File: src/rtl/assert_macros.svh
// Assertion helpers included by the generator core.
`ifndef ASSERT_MACROS_SVH
`define ASSERT_MACROS_SVH

// Check prop on every rising edge of clk outside reset.
`define DPOG_ASSERT(lbl, clk, rst, prop, msg) \
  lbl: assert property (@(posedge clk) disable iff (rst) prop) else $error(msg);

// Check that cons holds in the cycle after ante.
`define DPOG_ASSERT_NEXT(lbl, clk, rst, ante, cons, msg) \
  lbl: assert property (@(posedge clk) disable iff (rst) (ante) |=> (cons)) else $error(msg);

`endif

File: src/rtl/dpog_pkg.sv
package dpog_pkg;

  localparam int CFG_W        = 11;
  localparam int CFG_IDX_W    = 2;
  localparam int CFG_MAX      = 2047;
  localparam int OUT_POS_W    = 10;
  localparam int IDX_W        = 20;
  localparam int MAX_ROWS_DEF = 1024;
  localparam int MAX_COLS_DEF = 1024;

  typedef enum logic [CFG_IDX_W-1:0] {
    REG_NUM_ROWS  = 2'd0,
    REG_NUM_COLS  = 2'd1,
    REG_DIRECTION = 2'd2
  } cfg_reg_t;

  // Position width: the effective size never exceeds what the register can hold.
  function automatic int pos_width(input int max_size);
    int m;
    m = (max_size > CFG_MAX) ? CFG_MAX : max_size;
    return $clog2(m);
  endfunction

endpackage

File: src/rtl/diagonal_pair_order_generator_core.sv
// Diagonal scan address generator for a rows-by-columns grid.
// Configuration: write num_rows (index 0), num_cols (index 1) and direction
// (index 2) through cfg_write/cfg_index/cfg_data while no beat is in flight.
// Sizes of zero act as one; sizes above MAX_ROWS/MAX_COLS saturate.
// Input channel: in_valid/in_ready with one restart bit per beat; restart
// set jumps to the bottom-left cell, clear advances along the walk.
// Output channel: out_valid/out_ready with row, col, seq_index and last,
// where last marks the top-right cell. The walk wraps after the last cell.
// An accepted input beat appears as its output beat in the next cycle.
// Throughput: one beat per cycle while out_ready is high; the cell position
// and index registers close a loop through the combinational step logic.
// The output register is also the walk state, so a new input beat is taken
// in the same cycle the pending output beat leaves.
// If out_ready is low, the output beat holds and in_ready drops.
// Reset empties the output and makes the next input beat emit the first cell.
module diagonal_pair_order_generator_core
  import dpog_pkg::*;
#(
  parameter int MAX_ROWS = MAX_ROWS_DEF,
  parameter int MAX_COLS = MAX_COLS_DEF
) (
  input  logic                 clk,
  input  logic                 rst,
  input  logic                 cfg_write,
  input  logic [CFG_IDX_W-1:0] cfg_index,
  input  logic [CFG_W-1:0]     cfg_data,
  input  logic                 in_valid,
  output logic                 in_ready,
  input  logic                 restart,
  output logic                 out_valid,
  input  logic                 out_ready,
  output logic [OUT_POS_W-1:0] row,
  output logic [OUT_POS_W-1:0] col,
  output logic [IDX_W-1:0]     seq_index,
  output logic                 last
);

`include "assert_macros.svh"

  localparam int ROW_W = pos_width(MAX_ROWS);
  localparam int COL_W = pos_width(MAX_COLS);

  logic [ROW_W-1:0] rows_m1;
  logic [COL_W-1:0] cols_m1;
  logic             direction;

  logic [ROW_W-1:0] cur_row, row_next;
  logic [COL_W-1:0] cur_col, col_next;
  logic [IDX_W-1:0] index_next;
  logic             last_next;
  logic             at_start;
  logic             in_fire;

  dpog_cfg #(
    .MAX_ROWS (MAX_ROWS),
    .MAX_COLS (MAX_COLS),
    .ROW_W    (ROW_W),
    .COL_W    (COL_W)
  ) u_cfg (
    .clk       (clk),
    .rst       (rst),
    .cfg_write (cfg_write),
    .cfg_index (cfg_index),
    .cfg_data  (cfg_data),
    .rows_m1   (rows_m1),
    .cols_m1   (cols_m1),
    .direction (direction)
  );

  dpog_step #(
    .MAX_ROWS (MAX_ROWS),
    .MAX_COLS (MAX_COLS),
    .ROW_W    (ROW_W),
    .COL_W    (COL_W)
  ) u_step (
    .restart    (restart),
    .at_start   (at_start),
    .direction  (direction),
    .rows_m1    (rows_m1),
    .cols_m1    (cols_m1),
    .cur_row    (cur_row),
    .cur_col    (cur_col),
    .cur_index  (seq_index),
    .row_next   (row_next),
    .col_next   (col_next),
    .index_next (index_next),
    .last_next  (last_next)
  );

  assign in_ready = !out_valid || out_ready;
  assign in_fire  = in_valid && in_ready;

  always_ff @(posedge clk) begin
    if (rst) begin
      out_valid <= 1'b0;
      at_start  <= 1'b1;
      cur_row   <= '0;
      cur_col   <= '0;
      seq_index <= '0;
      last      <= 1'b0;
    end else if (in_fire) begin
      out_valid <= 1'b1;
      at_start  <= 1'b0;
      cur_row   <= row_next;
      cur_col   <= col_next;
      seq_index <= index_next;
      last      <= last_next;
    end else if (out_ready) begin
      out_valid <= 1'b0;
    end
  end

  assign row = OUT_POS_W'(cur_row);
  assign col = OUT_POS_W'(cur_col);

  `DPOG_ASSERT_NEXT(a_fire_gives_beat, clk, rst, in_fire, out_valid,
                    "accepted input produced no output beat")
  `DPOG_ASSERT_NEXT(a_restart_first, clk, rst, in_fire && restart,
                    seq_index == '0 && cur_col == '0 && cur_row == rows_m1,
                    "restart did not emit the first cell")
  `DPOG_ASSERT(a_last_corner, clk, rst,
               out_valid && last |-> cur_row == '0 && cur_col == cols_m1,
               "last flag away from the top-right cell")

endmodule

File: src/rtl/dpog_cfg.sv
module dpog_cfg
  import dpog_pkg::*;
#(
  parameter int MAX_ROWS = MAX_ROWS_DEF,
  parameter int MAX_COLS = MAX_COLS_DEF,
  parameter int ROW_W    = pos_width(MAX_ROWS),
  parameter int COL_W    = pos_width(MAX_COLS)
) (
  input  logic                 clk,
  input  logic                 rst,
  input  logic                 cfg_write,
  input  logic [CFG_IDX_W-1:0] cfg_index,
  input  logic [CFG_W-1:0]     cfg_data,
  output logic [ROW_W-1:0]     rows_m1,
  output logic [COL_W-1:0]     cols_m1,
  output logic                 direction
);

  logic [ROW_W-1:0] rows_m1_next;
  logic [COL_W-1:0] cols_m1_next;

  // Store size minus one, with zero taken as one and oversize saturated.
  always_comb begin
    if (cfg_data == '0) begin
      rows_m1_next = '0;
      cols_m1_next = '0;
    end else begin
      if (32'(cfg_data) > 32'(MAX_ROWS)) begin
        rows_m1_next = ROW_W'(MAX_ROWS - 1);
      end else begin
        rows_m1_next = ROW_W'(cfg_data - 1'b1);
      end
      if (32'(cfg_data) > 32'(MAX_COLS)) begin
        cols_m1_next = COL_W'(MAX_COLS - 1);
      end else begin
        cols_m1_next = COL_W'(cfg_data - 1'b1);
      end
    end
  end

  always_ff @(posedge clk) begin
    if (rst) begin
      rows_m1   <= '0;
      cols_m1   <= '0;
      direction <= 1'b0;
    end else if (cfg_write) begin
      unique case (cfg_index)
        REG_NUM_ROWS:  rows_m1   <= rows_m1_next;
        REG_NUM_COLS:  cols_m1   <= cols_m1_next;
        REG_DIRECTION: direction <= cfg_data[0];
        default: ;
      endcase
    end
  end

endmodule

File: src/rtl/dpog_step.sv
module dpog_step
  import dpog_pkg::*;
#(
  parameter int MAX_ROWS = MAX_ROWS_DEF,
  parameter int MAX_COLS = MAX_COLS_DEF,
  parameter int ROW_W    = pos_width(MAX_ROWS),
  parameter int COL_W    = pos_width(MAX_COLS)
) (
  input  logic             restart,
  input  logic             at_start,
  input  logic             direction,
  input  logic [ROW_W-1:0] rows_m1,
  input  logic [COL_W-1:0] cols_m1,
  input  logic [ROW_W-1:0] cur_row,
  input  logic [COL_W-1:0] cur_col,
  input  logic [IDX_W-1:0] cur_index,
  output logic [ROW_W-1:0] row_next,
  output logic [COL_W-1:0] col_next,
  output logic [IDX_W-1:0] index_next,
  output logic             last_next
);

  localparam int SW = ((ROW_W > COL_W) ? ROW_W : COL_W) + 2;

  logic                 to_first;
  logic signed [SW-1:0] r_s, c_s, rm_s, cm_s, nd, top, r_dn;

  assign r_s  = SW'(cur_row);
  assign c_s  = SW'(cur_col);
  assign rm_s = SW'(rows_m1);
  assign cm_s = SW'(cols_m1);
  assign nd   = r_s - c_s - SW'(1);
  assign top  = nd + cm_s;
  assign r_dn = (top < rm_s) ? top : rm_s;

  // Restart also covers the final cell and a position left outside the grid.
  assign to_first = restart || at_start || (cur_row > rows_m1) || (cur_col > cols_m1) ||
                    ((cur_row == '0) && (cur_col == cols_m1));

  always_comb begin
    if (to_first) begin
      row_next = rows_m1;
      col_next = '0;
    end else if (!direction) begin
      if ((cur_row == rows_m1) || (cur_col == cols_m1)) begin
        // enter the next diagonal at its smallest row
        if (nd >= 0) begin
          row_next = ROW_W'(nd);
          col_next = '0;
        end else begin
          row_next = '0;
          col_next = COL_W'(-nd);
        end
      end else begin
        row_next = cur_row + 1'b1;
        col_next = cur_col + 1'b1;
      end
    end else begin
      if ((cur_row == '0) || (cur_col == '0)) begin
        // enter the next diagonal at its largest row
        row_next = ROW_W'(r_dn);
        col_next = COL_W'(r_dn - nd);
      end else begin
        row_next = cur_row - 1'b1;
        col_next = cur_col - 1'b1;
      end
    end
  end

  assign index_next = to_first ? '0 : cur_index + 1'b1;
  assign last_next  = (row_next == '0) && (col_next == cols_m1);

endmodule

File: config.mk
export PLATFORM = sky130hd
export DESIGN_NAME = diagonal_pair_order_generator_core
export DESIGN_NICKNAME = d
export VERILOG_FILES = /design/src/rtl/dpog_pkg.sv /design/src/rtl/diagonal_pair_order_generator_core.sv /design/src/rtl/dpog_cfg.sv /design/src/rtl/dpog_step.sv
export VERILOG_INCLUDE_DIRS = /design/src /design/src/rtl
export SDC_FILE = /design/constraint.sdc
export NUM_CORES = 1
export LEC_CHECK = 0
export ABC_AREA = 1
export BUFFER_PORTS_ARGS = -buffer_cell sky130_fd_sc_hd__buf_2
export CAP_MARGIN = 20
export CORE_ASPECT_RATIO = 0.6
export CORE_MARGIN = 1.5
export CORE_UTILIZATION = 40
export CTS_CLUSTER_SIZE = 28
export DETAILED_ROUTE_END_ITERATION = 8
export GPL_TIMING_DRIVEN = 0
export SLEW_MARGIN = 25
export SYNTH_ARGS = -nofsm -noshare
export SYNTH_HDL_FRONTEND = slang
export SYNTH_SLANG_ARGS = --single-unit
File: constraint.sdc
create_clock -name clk -period 7 [get_ports clk]
set_input_delay 0.7 -clock clk [delete_from_list [all_inputs] [get_ports clk]]
set_output_delay 0.7 -clock clk [all_outputs]
set_load 0.01 [all_outputs]
=== Word level (Yosys, flattened, before mapping) ===
Cells that the tools add are included.

* Reductions and logical operators: 20
* Eq/ne operators: 5
* Add/sub/neg operators: 11
* Multiplexer cells: 16
* $lt $le $gt $ge: 5

{| class="wikitable"
|+ Operators with widths
! operator !! number
|-
| 10-bit two-way mux || 13
|-
| 10-bit == test || 3
|-
| 10-bit logical NOT || 3
|-
| 10-bit by 1-bit subtractor with 10-bit output, second input constant || 3
|-
| 10-bit by 1-bit adder with 10-bit output, second input constant || 2
|-
| 20-bit by 1-bit adder with 20-bit output, second input constant || 1
|-
| 10-bit greater-than comparator || 2
|-
| 20-bit two-way mux || 1
|-
| 12-bit by 11-bit adder with 12-bit output || 1
|-
| 12-bit by 1-bit greater-or-equal comparator with 1-bit output, second input constant || 1
|-
| 12-bit by 11-bit less-than comparator with 1-bit output || 1
|-
| 11-bit by 2-bit subtractor with 12-bit output, second input constant || 1
|-
| 11-bit greater-than comparator, second input constant || 1
|-
| 11-bit logical NOT || 1
|-
| 10-bit by 10-bit subtractor with 11-bit output || 1
|-
| 10-bit negation || 1
|-
| 10-bit subtractor || 1
|-
| 1-bit logical OR || 7
|-
| 2-bit AND reduction || 3
|-
| 1-bit logical AND || 3
|-
| 2-bit by 1-bit == test with 1-bit output, second input constant || 1
|-
| 2-bit == test, second input constant || 1
|-
| 2-bit logical NOT || 1
|-
| 1-bit two-way mux || 2
|-
| other kinds (2) || 2
|}

* Register bits: 64
* Output and inout bits: 43
* Logic and storage cells: 66
* Bits of input ports: 19

=== Logic depth before layout (Yosys ltp) ===
* Depth in word-level cells: 11
* Mapped depth: 49
* Depth with buffers taken out: 48

=== Cells and area by module ===
A second synthesis with hierarchy kept.

* Cells, all modules: 1371
* Area total of the unflattened synthesis: 8147.8 um^2

{| class="wikitable"
|+ Modules (own cells, without submodules)
! module !! instances !! area an instance (um^2) !! seq. area each (um^2) !! cells an instance
|-
| dpog_step || 1 || 5091.1 || 0.0 || 938
|-
| diagonal_pair_order_generator_core || 1 || 1989.4 || 860.8 || 277
|-
| dpog_cfg || 1 || 1067.3 || 420.4 || 156
|}

=== Least setup slack after synthesis ===
No wires, ideal clock.

* Path type: register -> register
* From: reg cur_row[0], in the netlist row[0]
* To: reg last
* Stages on the path, launching flop included: 43
* Arrival time: 6.375 ns
* Required time: 6.930 ns
* Buffers on the path: 0
* Period minus slack after synthesis: 6.445 ns
* Library setup time: 0.070 ns
* Setup slack: 0.555 ns
* Cell sequence: dfxtp_1 inv_1 ha_1 fa_1 ha_1 inv_1 nor2_2 nand3_2 nor2_4 nand2_4 nor2_4 xor2_1 ha_1 a21o_1 nor2_1 nand3_1 xor2_1 inv_1 (+7 left out) fa_1 o21ai_0 nand3_1 nand2_1 nand2_1 nand2_1 nand2_1 a21oi_1 o21ai_0 a21oi_1 nand2_1 nand2_1 nand2_1 nor2_1 nand3_1 nor2_1 nand3_1 a21oi_1

* Cells in the longest elaborated chain, start to end: 11
* Elaborated cells between the ends (all ways): 32
* Those cells by class: 7 x add/sub; 3 x order compare; 2 x eq/ne; 11 x mux; 9 x reduce/logical

{| class="wikitable"
|+ RTL lines
! what !! line !! source
|-
| from (decl) || diagonal_pair_order_generator_core.sv:47 || <nowiki>logic [ROW_W-1:0] cur_row, row_next;</nowiki>
|-
| from (signal assigned) || diagonal_pair_order_generator_core.sv:104 || <nowiki>cur_row <= row_next;</nowiki>
|-
| 10-bit by 10-bit subtractor with 11-bit output || dpog_step.sv:32 || <nowiki>assign nd = r_s - c_s - SW'(1);</nowiki>
|-
| 11-bit by 2-bit subtractor with 12-bit output || dpog_step.sv:32 ||
|-
| 12-bit by 11-bit adder with 12-bit output || dpog_step.sv:33 || <nowiki>assign top = nd + cm_s;</nowiki>
|-
| 12-bit by 11-bit less-than comparator with 1-bit output || dpog_step.sv:34 || <nowiki>assign r_dn = (top < rm_s) ? top : rm_s;</nowiki>
|-
| 10-bit two-way mux || dpog_step.sv:34 ||
|-
| 10-bit subtractor || dpog_step.sv:62 || <nowiki>col_next = COL_W'(r_dn - nd);</nowiki>
|-
| 10-bit two-way mux || dpog_step.sv:59 || <nowiki>if ((cur_row == '0) || (cur_col == '0)) begin</nowiki>
|-
| 10-bit two-way mux || dpog_step.sv:44 || <nowiki>end else if (!direction) begin</nowiki>
|-
| 10-bit two-way mux || dpog_step.sv:41 || <nowiki>if (to_first) begin</nowiki>
|-
| 10-bit == test || dpog_step.sv:71 || <nowiki>assign last_next = (row_next == '0) && (col_next == cols_m1);</nowiki>
|-
| 1-bit logical AND * || dpog_step.sv:71 ||
|-
| to (signal assigned) || diagonal_pair_order_generator_core.sv:107 || <nowiki>last <= last_next;</nowiki>
|-
| to (decl) || diagonal_pair_order_generator_core.sv:35 || <nowiki>output logic last</nowiki>
|}

Every way passes the cells marked *; elsewhere a longest branch is shown, timed or not.
A chain may end at the register's enable or synchronous reset.

=== Final worst setup path ===
* From: reg cur_row[1], in the netlist row[1]
* To: reg last

Same word-level chain as after synthesis.

==> summary.txt <==
Logic synthesis
  – Syn nets: around 1200
  – #FFs+latches synth: 64
  – Largest family of logic cells by synthesized area: simple AND/OR/NAND/NOR gates
  – Unique masters post-synth: 45
  – Synth Area in Compound Gates: between 10% and 20%
  – Post-Synthesis Cells: roughly 1100
  – Yosys warning total: 0
  – Syn Area/Cell: roughly 6.2 um2
  – Mapped cell area: 7050 um2
  – Synth Area in Simple Gates: between 30% and 40%
  – Seq/Total Area, Yosys: 18.2%
  – Multiplexer share of the synthesized area: 0%
  – Ys flop type: dfxtp_1
  – Synth Area in XOR/XNOR: about 6.2%
  – Async set-reset flop share out of synthesis: 0%
  – Synth Area in Adders: 13.4%
  – Number of flops mapped to enable cells by yosys: 0

Cells and area
  – FILL cells: ~1700
  – Layout cells sized above 1: ~22%
  – Layout Nets: about 1300
  – Commonest cells after routing, fill and taps aside: nand2_1, inv_1, nor2_1, o21ai_0, a21oi_1
  – Commonest non-fill, non-tap cell in the layout: nand2_1
  – Post-route cell area: ~9000 um2
  – Layout area overhead: 27.1%
  – N_diodes: 0
  – Final Core Density: 52.2%

Routing
  – DRC: 0
  – Routed met1 length: approximately 14 mm
  – DR vias: just over 8000
  – Vias/cell: 5.58
  – Met2 wire length: around 10 mm
  – Wire per inst: between 15 and 20 um
  – Routed wire length: between 20 and 30 mm
  – Routed Antenna Nets: 0
  – Pre-Repair DR Iteration Count: 6
  – Initial DRC Count: between 900 and 1000
  – Uppermost layer routed: met4
  – Wire length on met3: slightly below 4 mm

Worst setup path
  – CP Data Arrival Time: roughly 7 ns
  – Worst path max stage delay: around 0.67 ns
  – Critical path class: register to register
  – Critical path's slowest cell: fa_2
  – CP max FO: 8
  – Crit path required time: 7.27 ns
  – Worst setup EP type: register
  – Crit path top cell by count: nand2_1
  – Startpoint types: register

CTS
  – CTS H-tree lvls: 3
  – Hold_buf cts: 0
  – Clk sinks: 64
  – Clk root buf: clkbuf_16
  – Clk slew on worst S/H paths: 0.06 ns
  – Max clock buf depth: 2
  – CTS tree: built
  – Num CTS Buffers: 9
  – Clock Latency Late Sink: around 0.34 ns

Die
  – Std-Cell Rows: 37
  – Core Box Area: 17200 um2
  – Die Y: around 110 um
  – I/O pins: 62
  – Die ar.: 18500 um2
  – Die W: about 170 um
  – Starting Density: 41.1%

STA
  – Max Slew Vio Count: 0
  – Skew final: between 0.01 and 0.015 ns
  – Worst Tran Pin Value: 0.888 ns
  – Final setup viols: 0
  – Setup TNS: 0 ns
  – Slew margin rel.: around two fifths
  – Fin worst setup slack: 0.122 ns
  – Maximum clock rate: approximately 0.15 GHz
  – Ratio of final minimum period to clock period: between 90 and 100%
  – Hold Fails Final Rpt: 0
  – Tmin final: between 6 and 7 ns
  – RSZ-0062 raised after global routing: true

Placement
  – DP Worst Slack: -1.23 ns
  – DP HPWL: roughly 22 mm
  – Port Buf Inserts: between 60 and 70
  – Global placer's final weighted congestion: ~0.96
  – Placed Area: between 7000 and 8000 um2

Worst hold path
  – HP Class: register to register

Power and ir drop
  – NetSw: 1.50 mW
  – Comb power frac: between 70% and 80%
  – Internal: 1.49 mW
  – Tot Pwr: between 2 and 3 mW
  – Switching share of power: between 50% and 60%
  – Seq pwr share: between 10% and 20%
  – Pleak: slightly above 4 nW
  – Peak supply drop: between 150 and 200 uV
  – Pwr dens: 333 nW/um2
  – Power share of the clock group: 14.5%

Global route
  – GRT Util Overall: about 30%
  – First-pass GRT wire length: 42.0 mm
  – Initial antenna violation count: 0
  – Grt ovf: 0
  – Pin count of the biggest net entering global routing: 13
  – Vias in the first global route: just over 7000

Run status
  – Status: finished, final reports clean

Run
  – Max cap viols: 0
==> state kept, by name, indices dropped and copies added, names as in the netlist <==
register	count
u_cfg.direction	1
out_valid	1
last	1
col	10
row	10
u_cfg.rows_m1	10
seq_index	20
u_cfg.cols_m1	10
at_start	1
==> what timing repair did <==
action / 4_1_cts / 5_1_grt
pin swaps: 14 / 67
gates resized for setup: 46 / 103
setup buffers: 12 / 25
setup endpoints to repair: 9 / 2
==> cell families after synthesis <==
family,count (synthesis)
simple gates,534
compound gates,239
buf+inv,179
fa+ha+maj,74
flops,64
xor+xnor,48
==> power by group through the flow <==
stage	sequential, mW	clock (mW)	combinational, mW
6_report	0.418	0.435	2.14
2_1_floorplan	0.411	0	1.04
3_3_place_gp	0.423	0	1.46
4_1_cts	0.415	0.437	1.63
5_1_grt	0.420	0.456	2.28
3_5_place_dp	0.422	0	1.45
==> final cells by class <==
type                       count  area [um2]  area share (%)
buffer                        28         134            1.49
inverter                     151         571            6.36
multi-input combinational    895        5790            64.6
clock buffer                  10         239            2.67
sequential                    64        1290            14.4
timing repair buffer          98         599            6.68
clock inverter                 6        43.8           0.488
tap                          234         293            3.27
==> per-layer routing <==
metal	global-route usage (%)	vias up
met5	0	-
met4	3.20	0
met3	11.6	24
met2	37.9	441
met1	47.1	3806
li1	-	4021
==> worst max-delay path, delay by kind of cell, from the launching register on <==
kind,cells,cell delay (ns)
compound gates,8,1.16
xor+xnor,3,0.70
fa+ha+maj,5,1.58
buf+inv,6,0.64
flops,1,0.47
simple gates,22,2.28
==> metrics by stage <==
step | cells | hold WS (ns)
floorplan | 1138 | 0.420
global placement | 1433 | 0.434
global route | 1486 | 0.473
detailed placement | 1433 | 0.439
finish | 1486 | 0.451
CTS | 1461 | 0.451
==> cells in the mapped netlist, drive strengths merged, types with 5 or more instances <==
| cell type | n | area [um2] |
|---|---|---|
| nand2 | 272 | 1090 |
| inv | 149 | 559 |
| nor2 | 102 | 410 |
| o21ai | 100 | 508 |
| a21oi | 98 | 490 |
| nand3 | 97 | 523 |
| ha | 71 | 888 |
| dfxtp | 64 | 1280 |
| xor2 | 33 | 304 |
| nor3 | 22 | 110 |
| clkbuf | 20 | 75.1 |
| nand4 | 16 | 100 |
| xnor2 | 15 | 131 |
| a31oi | 13 | 81.3 |
| buf | 8 | 52.6 |
| nor3b | 6 | 45.0 |
| nor4 | 6 | 37.5 |
| nand3b | 5 | 37.5 |
| o211ai | 5 | 37.5 |
| o21bai | 5 | 37.5 |
| o22ai | 5 | 31.3 |
| or2 | 5 | 33.8 |
==> path summary, 6_finish.rpt <==
| kind | end | startpoint | slack, ns | depth (start not counted) |
|---|---|---|---|---|
| min reg2reg | at_start | at_start | 0.45 | 2 |
| min | at_start | at_start | 0.45 | 2 |
| max reg2reg | last | row[1] | 0.12 | 44 |
| max | last | row[1] | 0.12 | 44 |
Note: power is estimated with default switching activity, not from simulation.
